[config.mk]
export PLATFORM = sky130hd
export DESIGN_NAME = dll_seq
export DESIGN_NICKNAME = d
export VERILOG_FILES = /design/src/sv/dll_pkg.sv /design/src/sv/dll_seq.sv
export SDC_FILE = /design/constraint.sdc
export NUM_CORES = 1
export LEC_CHECK = 0
export BUFFER_PORTS_ARGS = -buffer_cell sky130_fd_sc_hd__buf_2
export CAP_MARGIN = 20
export CORE_MARGIN = 10
export CORE_UTILIZATION = 40
export CTS_BUF_LIST = sky130_fd_sc_hd__clkbuf_2 sky130_fd_sc_hd__clkbuf_4 sky130_fd_sc_hd__clkbuf_8
export CTS_CLUSTER_DIAMETER = 200
export DETAILED_ROUTE_END_ITERATION = 12
export GPL_TIMING_DRIVEN = 0
export PLACE_DENSITY_LB_ADDON = 0.12
export SYNTH_ARGS = -nofsm -noshare
export SYNTH_HDL_FRONTEND = slang
export SYNTH_SLANG_ARGS = --single-unit
[constraint.sdc]
create_clock -name clock -period 2.5 [get_ports clock]
set_input_delay 0.125 -clock clock [delete_from_list [all_inputs] [get_ports clock]]
set_output_delay 0.125 -clock clock [all_outputs]
set_load 0.03 [all_outputs]
[src/sv/dll_pkg.sv]
// Shared types, constants and microcode ROM for the array doubly linked list.
`default_nettype none

package dll_pkg;

   localparam int NODE_CAPACITY = 1024;
   localparam int SLOT_COUNT    = NODE_CAPACITY + 2;
   localparam int SLOT_W        = $clog2(SLOT_COUNT);
   localparam int NODE_W        = $clog2(NODE_CAPACITY);
   localparam int OP_W          = 3;
   localparam int POS_W         = 11;
   localparam int VAL_W         = 32;
   localparam int STAT_W        = 2;
   localparam int CMP_W         = (POS_W + 1 > SLOT_W) ? POS_W + 1 : SLOT_W;
   localparam int PC_W          = 5;

   localparam logic [SLOT_W-1:0] HEAD_SLOT  = SLOT_W'(0);
   localparam logic [SLOT_W-1:0] TAIL_SLOT  = SLOT_W'(1);
   localparam logic [SLOT_W-1:0] FIRST_SLOT = SLOT_W'(2);
   localparam logic [SLOT_W-1:0] SLOT_LIMIT = SLOT_W'(SLOT_COUNT);

   // request opcodes
   localparam logic [OP_W-1:0] OP_PUSH_FRONT = 3'd0;
   localparam logic [OP_W-1:0] OP_PUSH_BACK  = 3'd1;
   localparam logic [OP_W-1:0] OP_REMOVE     = 3'd2;
   localparam logic [OP_W-1:0] OP_INS_BEFORE = 3'd3;
   localparam logic [OP_W-1:0] OP_INS_AFTER  = 3'd4;
   localparam logic [OP_W-1:0] OP_READ_FIRST = 3'd5;
   localparam logic [OP_W-1:0] OP_READ_NEXT  = 3'd6;

   // result status
   localparam logic [STAT_W-1:0] ST_OK      = 2'd0;
   localparam logic [STAT_W-1:0] ST_FULL    = 2'd1;
   localparam logic [STAT_W-1:0] ST_RANGE   = 2'd2;
   localparam logic [STAT_W-1:0] ST_REMOVED = 2'd3;

   // control word field codes
   localparam logic LSEL_TGT = 1'b0;
   localparam logic LSEL_CUR = 1'b1;

   localparam logic [2:0] AB_NONE   = 3'd0;
   localparam logic [2:0] AB_FRONT  = 3'd1;
   localparam logic [2:0] AB_BACK   = 3'd2;
   localparam logic [2:0] AB_BEFORE = 3'd3;
   localparam logic [2:0] AB_AFTER  = 3'd4;
   localparam logic [2:0] AB_REMOVE = 3'd5;

   localparam logic [1:0] WR_NONE   = 2'd0;
   localparam logic [1:0] WR_NEW1   = 2'd1;
   localparam logic [1:0] WR_NEW2   = 2'd2;
   localparam logic [1:0] WR_UNLINK = 2'd3;

   localparam logic [1:0] CUR_NONE  = 2'd0;
   localparam logic [1:0] CUR_FIRST = 2'd1;
   localparam logic [1:0] CUR_NEXT  = 2'd2;

   localparam logic [1:0] CHK_NONE   = 2'd0;
   localparam logic [1:0] CHK_FULL   = 2'd1;
   localparam logic [1:0] CHK_TGT    = 2'd2;
   localparam logic [1:0] CHK_TGT_RM = 2'd3;

   localparam logic RSP_NONE = 1'b0;
   localparam logic RSP_READ = 1'b1;

   // microcode step addresses
   localparam logic [PC_W-1:0] PC_FRONT  = 5'd0;
   localparam logic [PC_W-1:0] PC_BACK   = 5'd1;
   localparam logic [PC_W-1:0] PC_NEW1   = 5'd2;
   localparam logic [PC_W-1:0] PC_NEW2   = 5'd3;
   localparam logic [PC_W-1:0] PC_RM0    = 5'd4;
   localparam logic [PC_W-1:0] PC_RM1    = 5'd5;
   localparam logic [PC_W-1:0] PC_RM2    = 5'd6;
   localparam logic [PC_W-1:0] PC_IB0    = 5'd7;
   localparam logic [PC_W-1:0] PC_IB1    = 5'd8;
   localparam logic [PC_W-1:0] PC_IA0    = 5'd9;
   localparam logic [PC_W-1:0] PC_IA1    = 5'd10;
   localparam logic [PC_W-1:0] PC_FIRST  = 5'd11;
   localparam logic [PC_W-1:0] PC_NEXT0  = 5'd12;
   localparam logic [PC_W-1:0] PC_NEXT1  = 5'd13;
   localparam logic [PC_W-1:0] PC_VAL0   = 5'd14;
   localparam logic [PC_W-1:0] PC_VAL1   = 5'd15;
   localparam logic [PC_W-1:0] PC_NOP    = 5'd16;

   typedef struct packed {
      logic            lsel;
      logic [2:0]      ab;
      logic [1:0]      wr;
      logic [1:0]      cur;
      logic [1:0]      chk;
      logic            rsp;
      logic            fin;
      logic [PC_W-1:0] nxt;
   } ctrl_type;

   typedef struct packed {
      logic go;    // step may take effect this cycle
      logic done;  // step ends the request
   } step_type;

   function automatic ctrl_type uword(logic lsel, logic [2:0] ab, logic [1:0] wr,
                                      logic [1:0] cur, logic [1:0] chk, logic rsp,
                                      logic fin, logic [PC_W-1:0] nxt);
      ctrl_type w;
      w.lsel = lsel;
      w.ab   = ab;
      w.wr   = wr;
      w.cur  = cur;
      w.chk  = chk;
      w.rsp  = rsp;
      w.fin  = fin;
      w.nxt  = nxt;
      return w;
   endfunction

   function automatic ctrl_type ucode(logic [PC_W-1:0] pc);
      case (pc)
         PC_FRONT: return uword(LSEL_TGT, AB_FRONT,  WR_NONE,   CUR_NONE,  CHK_FULL,
                                RSP_NONE, 1'b0, PC_NEW1);
         PC_BACK:  return uword(LSEL_TGT, AB_BACK,   WR_NONE,   CUR_NONE,  CHK_FULL,
                                RSP_NONE, 1'b0, PC_NEW1);
         PC_NEW1:  return uword(LSEL_TGT, AB_NONE,   WR_NEW1,   CUR_NONE,  CHK_NONE,
                                RSP_NONE, 1'b0, PC_NEW2);
         PC_NEW2:  return uword(LSEL_TGT, AB_NONE,   WR_NEW2,   CUR_NONE,  CHK_NONE,
                                RSP_NONE, 1'b1, PC_NOP);
         PC_RM0:   return uword(LSEL_TGT, AB_NONE,   WR_NONE,   CUR_NONE,  CHK_NONE,
                                RSP_NONE, 1'b0, PC_RM1);
         PC_RM1:   return uword(LSEL_TGT, AB_REMOVE, WR_NONE,   CUR_NONE,  CHK_TGT_RM,
                                RSP_NONE, 1'b0, PC_RM2);
         PC_RM2:   return uword(LSEL_TGT, AB_NONE,   WR_UNLINK, CUR_NONE,  CHK_NONE,
                                RSP_NONE, 1'b1, PC_NOP);
         PC_IB0:   return uword(LSEL_TGT, AB_NONE,   WR_NONE,   CUR_NONE,  CHK_NONE,
                                RSP_NONE, 1'b0, PC_IB1);
         PC_IB1:   return uword(LSEL_TGT, AB_BEFORE, WR_NONE,   CUR_NONE,  CHK_TGT,
                                RSP_NONE, 1'b0, PC_NEW1);
         PC_IA0:   return uword(LSEL_TGT, AB_NONE,   WR_NONE,   CUR_NONE,  CHK_NONE,
                                RSP_NONE, 1'b0, PC_IA1);
         PC_IA1:   return uword(LSEL_TGT, AB_AFTER,  WR_NONE,   CUR_NONE,  CHK_TGT,
                                RSP_NONE, 1'b0, PC_NEW1);
         PC_FIRST: return uword(LSEL_TGT, AB_NONE,   WR_NONE,   CUR_FIRST, CHK_NONE,
                                RSP_NONE, 1'b0, PC_VAL0);
         PC_NEXT0: return uword(LSEL_CUR, AB_NONE,   WR_NONE,   CUR_NONE,  CHK_NONE,
                                RSP_NONE, 1'b0, PC_NEXT1);
         PC_NEXT1: return uword(LSEL_CUR, AB_NONE,   WR_NONE,   CUR_NEXT,  CHK_NONE,
                                RSP_NONE, 1'b0, PC_VAL0);
         PC_VAL0:  return uword(LSEL_TGT, AB_NONE,   WR_NONE,   CUR_NONE,  CHK_NONE,
                                RSP_NONE, 1'b0, PC_VAL1);
         PC_VAL1:  return uword(LSEL_TGT, AB_NONE,   WR_NONE,   CUR_NONE,  CHK_NONE,
                                RSP_READ, 1'b1, PC_NOP);
         default:  return uword(LSEL_TGT, AB_NONE,   WR_NONE,   CUR_NONE,  CHK_NONE,
                                RSP_NONE, 1'b1, PC_NOP);
      endcase
   endfunction

   function automatic logic [PC_W-1:0] entry(logic [OP_W-1:0] op);
      case (op)
         OP_PUSH_FRONT: return PC_FRONT;
         OP_PUSH_BACK:  return PC_BACK;
         OP_REMOVE:     return PC_RM0;
         OP_INS_BEFORE: return PC_IB0;
         OP_INS_AFTER:  return PC_IA0;
         OP_READ_FIRST: return PC_FIRST;
         OP_READ_NEXT:  return PC_NEXT0;
         default:       return PC_NOP;
      endcase
   endfunction

   // node memory index of a slot (slots 0 and 1 are the sentinels)
   function automatic logic [NODE_W-1:0] node_idx(logic [SLOT_W-1:0] slot);
      logic [SLOT_W-1:0] diff;
      diff = slot - FIRST_SLOT;
      return diff[NODE_W-1:0];
   endfunction

endpackage

`default_nettype wire

[src/sv/dll_seq.sv]
// Microcode sequencer: step counter, dispatch and control ROM.
`default_nettype none

module dll_seq
   import dll_pkg::*;
(
   input  wire logic            clock,
   input  wire logic            reset,
   input  wire logic            start,
   input  wire logic [OP_W-1:0] start_op,
   input  wire step_type        step,
   output ctrl_type             ctrl,
   output logic                 busy
);

   logic [PC_W-1:0] pc_ff, pc_in;
   logic            busy_ff, busy_in;

   assign ctrl = ucode(pc_ff);
   assign busy = busy_ff;

   always_comb begin
      pc_in   = pc_ff;
      busy_in = busy_ff;
      if (start) begin
         pc_in   = entry(start_op);
         busy_in = 1'b1;
      end else if (busy_ff && step.go) begin
         if (step.done) begin
            busy_in = 1'b0;
         end else begin
            pc_in = ctrl.nxt;
         end
      end
   end

   always_ff @(posedge clock) begin
      if (reset) begin
         pc_ff   <= PC_NOP;
         busy_ff <= 1'b0;
      end else begin
         pc_ff   <= pc_in;
         busy_ff <= busy_in;
      end
   end

endmodule

`default_nettype wire

**Word-level counts from Yosys, hierarchy flattened**

Memory sizes are Yosys's and may differ from the RTL's. A register that Yosys moved wholly into a read port is not among the register bits.
Index checks and enable logic that the tools add are counted.
Widths: inputs -> output; s select.

- Output and inout bits: 18
- ROM bits: 272
- Logic and storage cells: 26
- Input bits: 8
- Memories: 1
- Register bits: 6

- Eq/ne operators: 7
- Mux-type cells: 10
- Reduce and logical (&&, ||, !) cells: 6

Memory list:

| name | words | bits a word | rd ports | clocked after Yosys merged registers in | write ports | RTL line | text |
|---|---|---|---|---|---|---|---|
| (name not given) | 16 | 17 | 1 | 1 | 0 | dll_pkg.sv:116 | `case (pc)` |

Operators by type and width:

| operator | count |
|---|---|
| $pmux 5 s7 | 1 |
| $mux 17 | 1 |
| $mux 5 | 3 |
| $eq 3x3->1 const B | 3 |
| $mux 4 | 2 |
| $eq 3x2->1 const B | 2 |
| $reduce_and 2->1 | 2 |
| $reduce_bool 2->1 | 2 |
| $eq 3x1->1 const B | 1 |
| $logic_not 3->1 | 1 |
| $mux 1 | 3 |
| $ne 2x2->1 const B | 1 |
| $logic_and 1x1->1 | 1 |

**Longest topological paths before layout**

- Word-level depth: 6
- Depth in mapped cells: 9
- Depth with buffers taken out: 8

**Least setup slack after synthesis**

OpenSTA, ideal clock, no wires.

- Kind: reg2reg
- Start: register pc_ff[4]
- End: register with a tool-made name
- Arrival time: 2.348 ns
- Stages on the path, launching flop included: 8
- Buffers on the path: 0
- Setup time: 0.079 ns
- Slack: 0.074 ns
- Required time: 2.421 ns
- Period minus slack after synthesis: 2.426 ns
- Path through: dfxtp_1 nor2b_1 mux2i_1 o21ai_0 nor2b_1 ha_1 mux2_4 a32oi_2

RTL lines:

| item | RTL line | text |
|---|---|---|
| start, declared | dll_seq.sv:16 | `logic [PC_W-1:0] pc_ff, pc_in;` |
| start signal, assigned | dll_seq.sv:42 | `pc_ff <= pc_in;` |

==> flow_summary.yaml <==
status:
  status: "finished, final reports clean"
floorplan:
  io_pins: 26
  die_h_um: 72.0
  initial_core_util_pct: 42.9
  dieArea_sq_um: 5180
  core_area_sq_um: 2520
  die_w_um: 72.0
  rows: 18
synth:
  synth_warnings: 0
  syn_area_per_cell_sq_um: 9.57
  yosys_register_bits: 22
  yosys.area_share.adder_pct: 5.79
  yosysUniqueCellTypes: 40
  synth_xor_area_share_pct: 0.810
  ys_seq_area_share_pct: 40.7
  synthesis.nets: 126
  synth_edf_count: 0
  synth_cells: 113
  synthSimpleGateAreaFrac_pct: 23.0
  synth_top_family_by_area: "simple AND/OR/NAND/NOR gates"
  synthArstFlopShare_pct: 0
  synth_compound_area_share_pct: 15.4
  synth_area_sq_um: 1080
  synth_ff_type: "dfxtp_1"
  muxShareOfSynthArea_pct: 7.52
power_and_ir_drop:
  p_per_area_nw_per_um2: 543
  ir_worst_vdd_mv: 0.311
  p_leak_nw: 0.619
setup_path:
  critPathKind: "register to register"
  worstPathArrival_ns: 2.42
  worstSetupStartpointType: "register"
  rr_startpoint: "pc_ff[4]$_SDFFE_PP1N_"
  rr_worst_depth: 6
  cp-end-kind: "register"
  cp.required_ns: 2.74
  worstPathMaxFanout: 9
  r2r_setup_slack_ns: 0.32
drt:
  via_per_inst: 4.97
  dr.pass1.iters: 4
  vias: 850
  avgRoutedWirePerCell_um: 12.9
  drt-total-wl_mm: 2.21
  drt_iter0_drc: 20
  drtAntennaViolNets: 0
  route.detailed.drc: 0
cells_and_area:
  antenna_cells: 0
  fin_util_pct: 50.3
  drive_above_1_share_pct: 31.2
  area_growth_pct: 17.4
  fin_cells: 171
  nets: 156
  nFillCells: 253
timing:
  tns_ns: 0
  setup_viol: 0
  report.final.hold_viol_count: 0
  slew_headroom_pct: 52.5
  worstMarginPinSlew_ns: 0.712
  fmax_mhz: 458
  period_minus_slack_ns: 2.18
  slew_violations: 0
  period_share_pct: 87.3
  rsz0062_at_grt: "false"
  skew_ns: 0.00179
cts:
  numClockSinks: 22
  postCtsSetupBuffers: 0
  htree_levels: 1
  path_clk_slew_ns: 0.11
  clock_path_buffers: 2
  cts_tree: "built"
  numCtsBuffers: 3
  clk_latency_ns: 0.30
  clk_root_buffer_cell: "clkbuf_4"
placement:
  gp_congestion: 0.809
  dp_hpwl_mm: 1.76
  dpl.cell_count: 168
  numPortBuffers: 25
global_route:
  grt_overflow: 0
  antenna_found_initial: 0
  grt_max_degree: 12
  busiest_layer: "met2"
  grt_pass1_wl_mm: 3.86
  use_met3_pct: 3.13
  grt.total_usage_pct: 8.99
  met2_usage_pct: 15.7
  grt_pass1_vias: 837
  gr-usage-met1_pct: 9.81
worst_hold_path:
  whs_path_depth: 2
  holdPathEnd: "pc_ff[1]$_SDFFE_PP0N_"
  hold_path_startpoint: "reset"
  hold_class: "input pin to register"
job:
  cap_violations: 0
[synthesized netlist by cell type (2+ instances only)]
cell type / number / area (sq um)
buf_6: 2 / 22.5
inv_1: 4 / 15.0
o21ai_0: 4 / 20.0
nand3_1: 2 / 10.0
nand2b_1: 3 / 18.8
mux2i_1: 4 / 40.0
ha_1: 5 / 62.6
nor2b_1: 17 / 106
and3_1: 2 / 12.5
inv_2: 2 / 7.51
buf_4: 2 / 15.0
nor3_1: 3 / 15.0
nand2_1: 5 / 18.8
mux2_4: 2 / 30.0
a21o_1: 3 / 22.5
dfxtp_1: 22 / 440
a21oi_1: 5 / 25.0
nor2_1: 4 / 15.0
[worst max-delay path, cell delays in order, from the launching register on]
cell and delay (ns):
dfxtp_1 0.51, nor2b_1 0.13, o311ai_2 0.62, inv_1 0.23, ha_1 0.27, mux2_4 0.27, o22ai_2 0.10
[report_power, final]
group,internal [mW],total (mW),switching (mW),leakage [nW]
logic,0.0620,0.153,0.0913,0.425
registers,0.373,0.381,0.00755,0.181
clock network,0.0562,0.155,0.0988,0.0138
total,0.492,0.689,0.198,0.619
[routing by layer]
metal | part of all wire, % | vias up | wire (um)
met5 | 0 | - | 0
met4 | 1.4 | 0 | 30
met3 | 5.8 | 4 | 127
met2 | 49 | 13 | 1090
met1 | 44 | 389 | 963
li1 | - | 444 | -
[placed cells by master (no fill, tap or decap), types with 2 or more instances in the layout]
| master | netlist | layout |
|---|---|---|
| buf_2 | 1 | 26 |
| dfxtp_1 | 22 | 22 |
| nor2b_1 | 17 | 16 |
| a21oi_1 | 5 | 5 |
| nand2_1 | 5 | 5 |
| ha_1 | 5 | 5 |
| mux2i_1 | 4 | 4 |
| inv_1 | 4 | 4 |
| nor2_1 | 4 | 4 |
| nand2b_1 | 3 | 3 |
| nor3_1 | 3 | 3 |
| a21o_1 | 3 | 3 |
| o21ai_0 | 4 | 3 |
| clkbuf_4 | 0 | 3 |
| buf_4 | 2 | 2 |
| nand3_1 | 2 | 2 |
| o21ai_1 | 1 | 2 |
| inv_2 | 2 | 2 |
| buf_6 | 2 | 2 |
| and3_1 | 2 | 2 |
| mux2_4 | 2 | 2 |
[kinds of logic after synthesis]
group                    after synthesis
AO/OA/AOI/OAI                         22
XOR/XNOR                               1
adder cells (fa/ha/maj)                5
buffers and inverters                 13
flip-flops                            22
multiplexers                           7
AND/OR/NAND/NOR                       43
[worst max path at each step]
stage / startpoint / to / slack (ns)
2_1_floorplan: pc_ff[4]$_SDFFE_PP1N_ / register / 0.07
3_3_place_gp: busy$_SDFFE_PP0P_ / register / 0.08
3_5_place_dp: busy$_SDFFE_PP0P_ / register / 0.07
4_1_cts: busy$_SDFFE_PP0P_ / register / 0.03
5_1_grt: pc_ff[4]$_SDFFE_PP1N_ / register / 0.07
6_report: pc_ff[4]$_SDFFE_PP1N_ / register / 0.32
[per-stage QoR]
step / setup WS, ns / area [sq um] / hold WS [ns] / total power [mW]
5_1_grt: 0.0668 / 1270 / 0.0852 / 0.731
3_3_place_gp: 0.0770 / 1240 / 0.394 / 0.541
6_report: 0.316 / 1270 / 0.0823 / 0.689
2_1_floorplan: 0.0735 / 1080 / 0.197 / 0.502
4_1_cts: 0.0334 / 1270 / 0.0742 / 0.694
3_5_place_dp: 0.0698 / 1240 / 0.407 / 0.544
[what timing repair did]
| item | in CTS | in global routing |
|---|---|---|
| hold buffers | 0 | 0 |
| endpoints found under the setup margin | 0 | 10 |
| resized for setup | 0 | 2 |
| hold endpoints to repair | 0 | 0 |
[final cells by class]
type,count,area (sq um),share of cell area (%)
Inverter,6,22.5,1.78
Timing Repair Buffer,25,125,9.86
Clock buffer,3,22.5,1.78
Multi-Input combinational cell,78,571,45.0
Buffer,7,50.0,3.94
Tap cell,30,37.5,2.96
Sequential cell,22,440,34.7
Power figures use the tool's default switching activity.
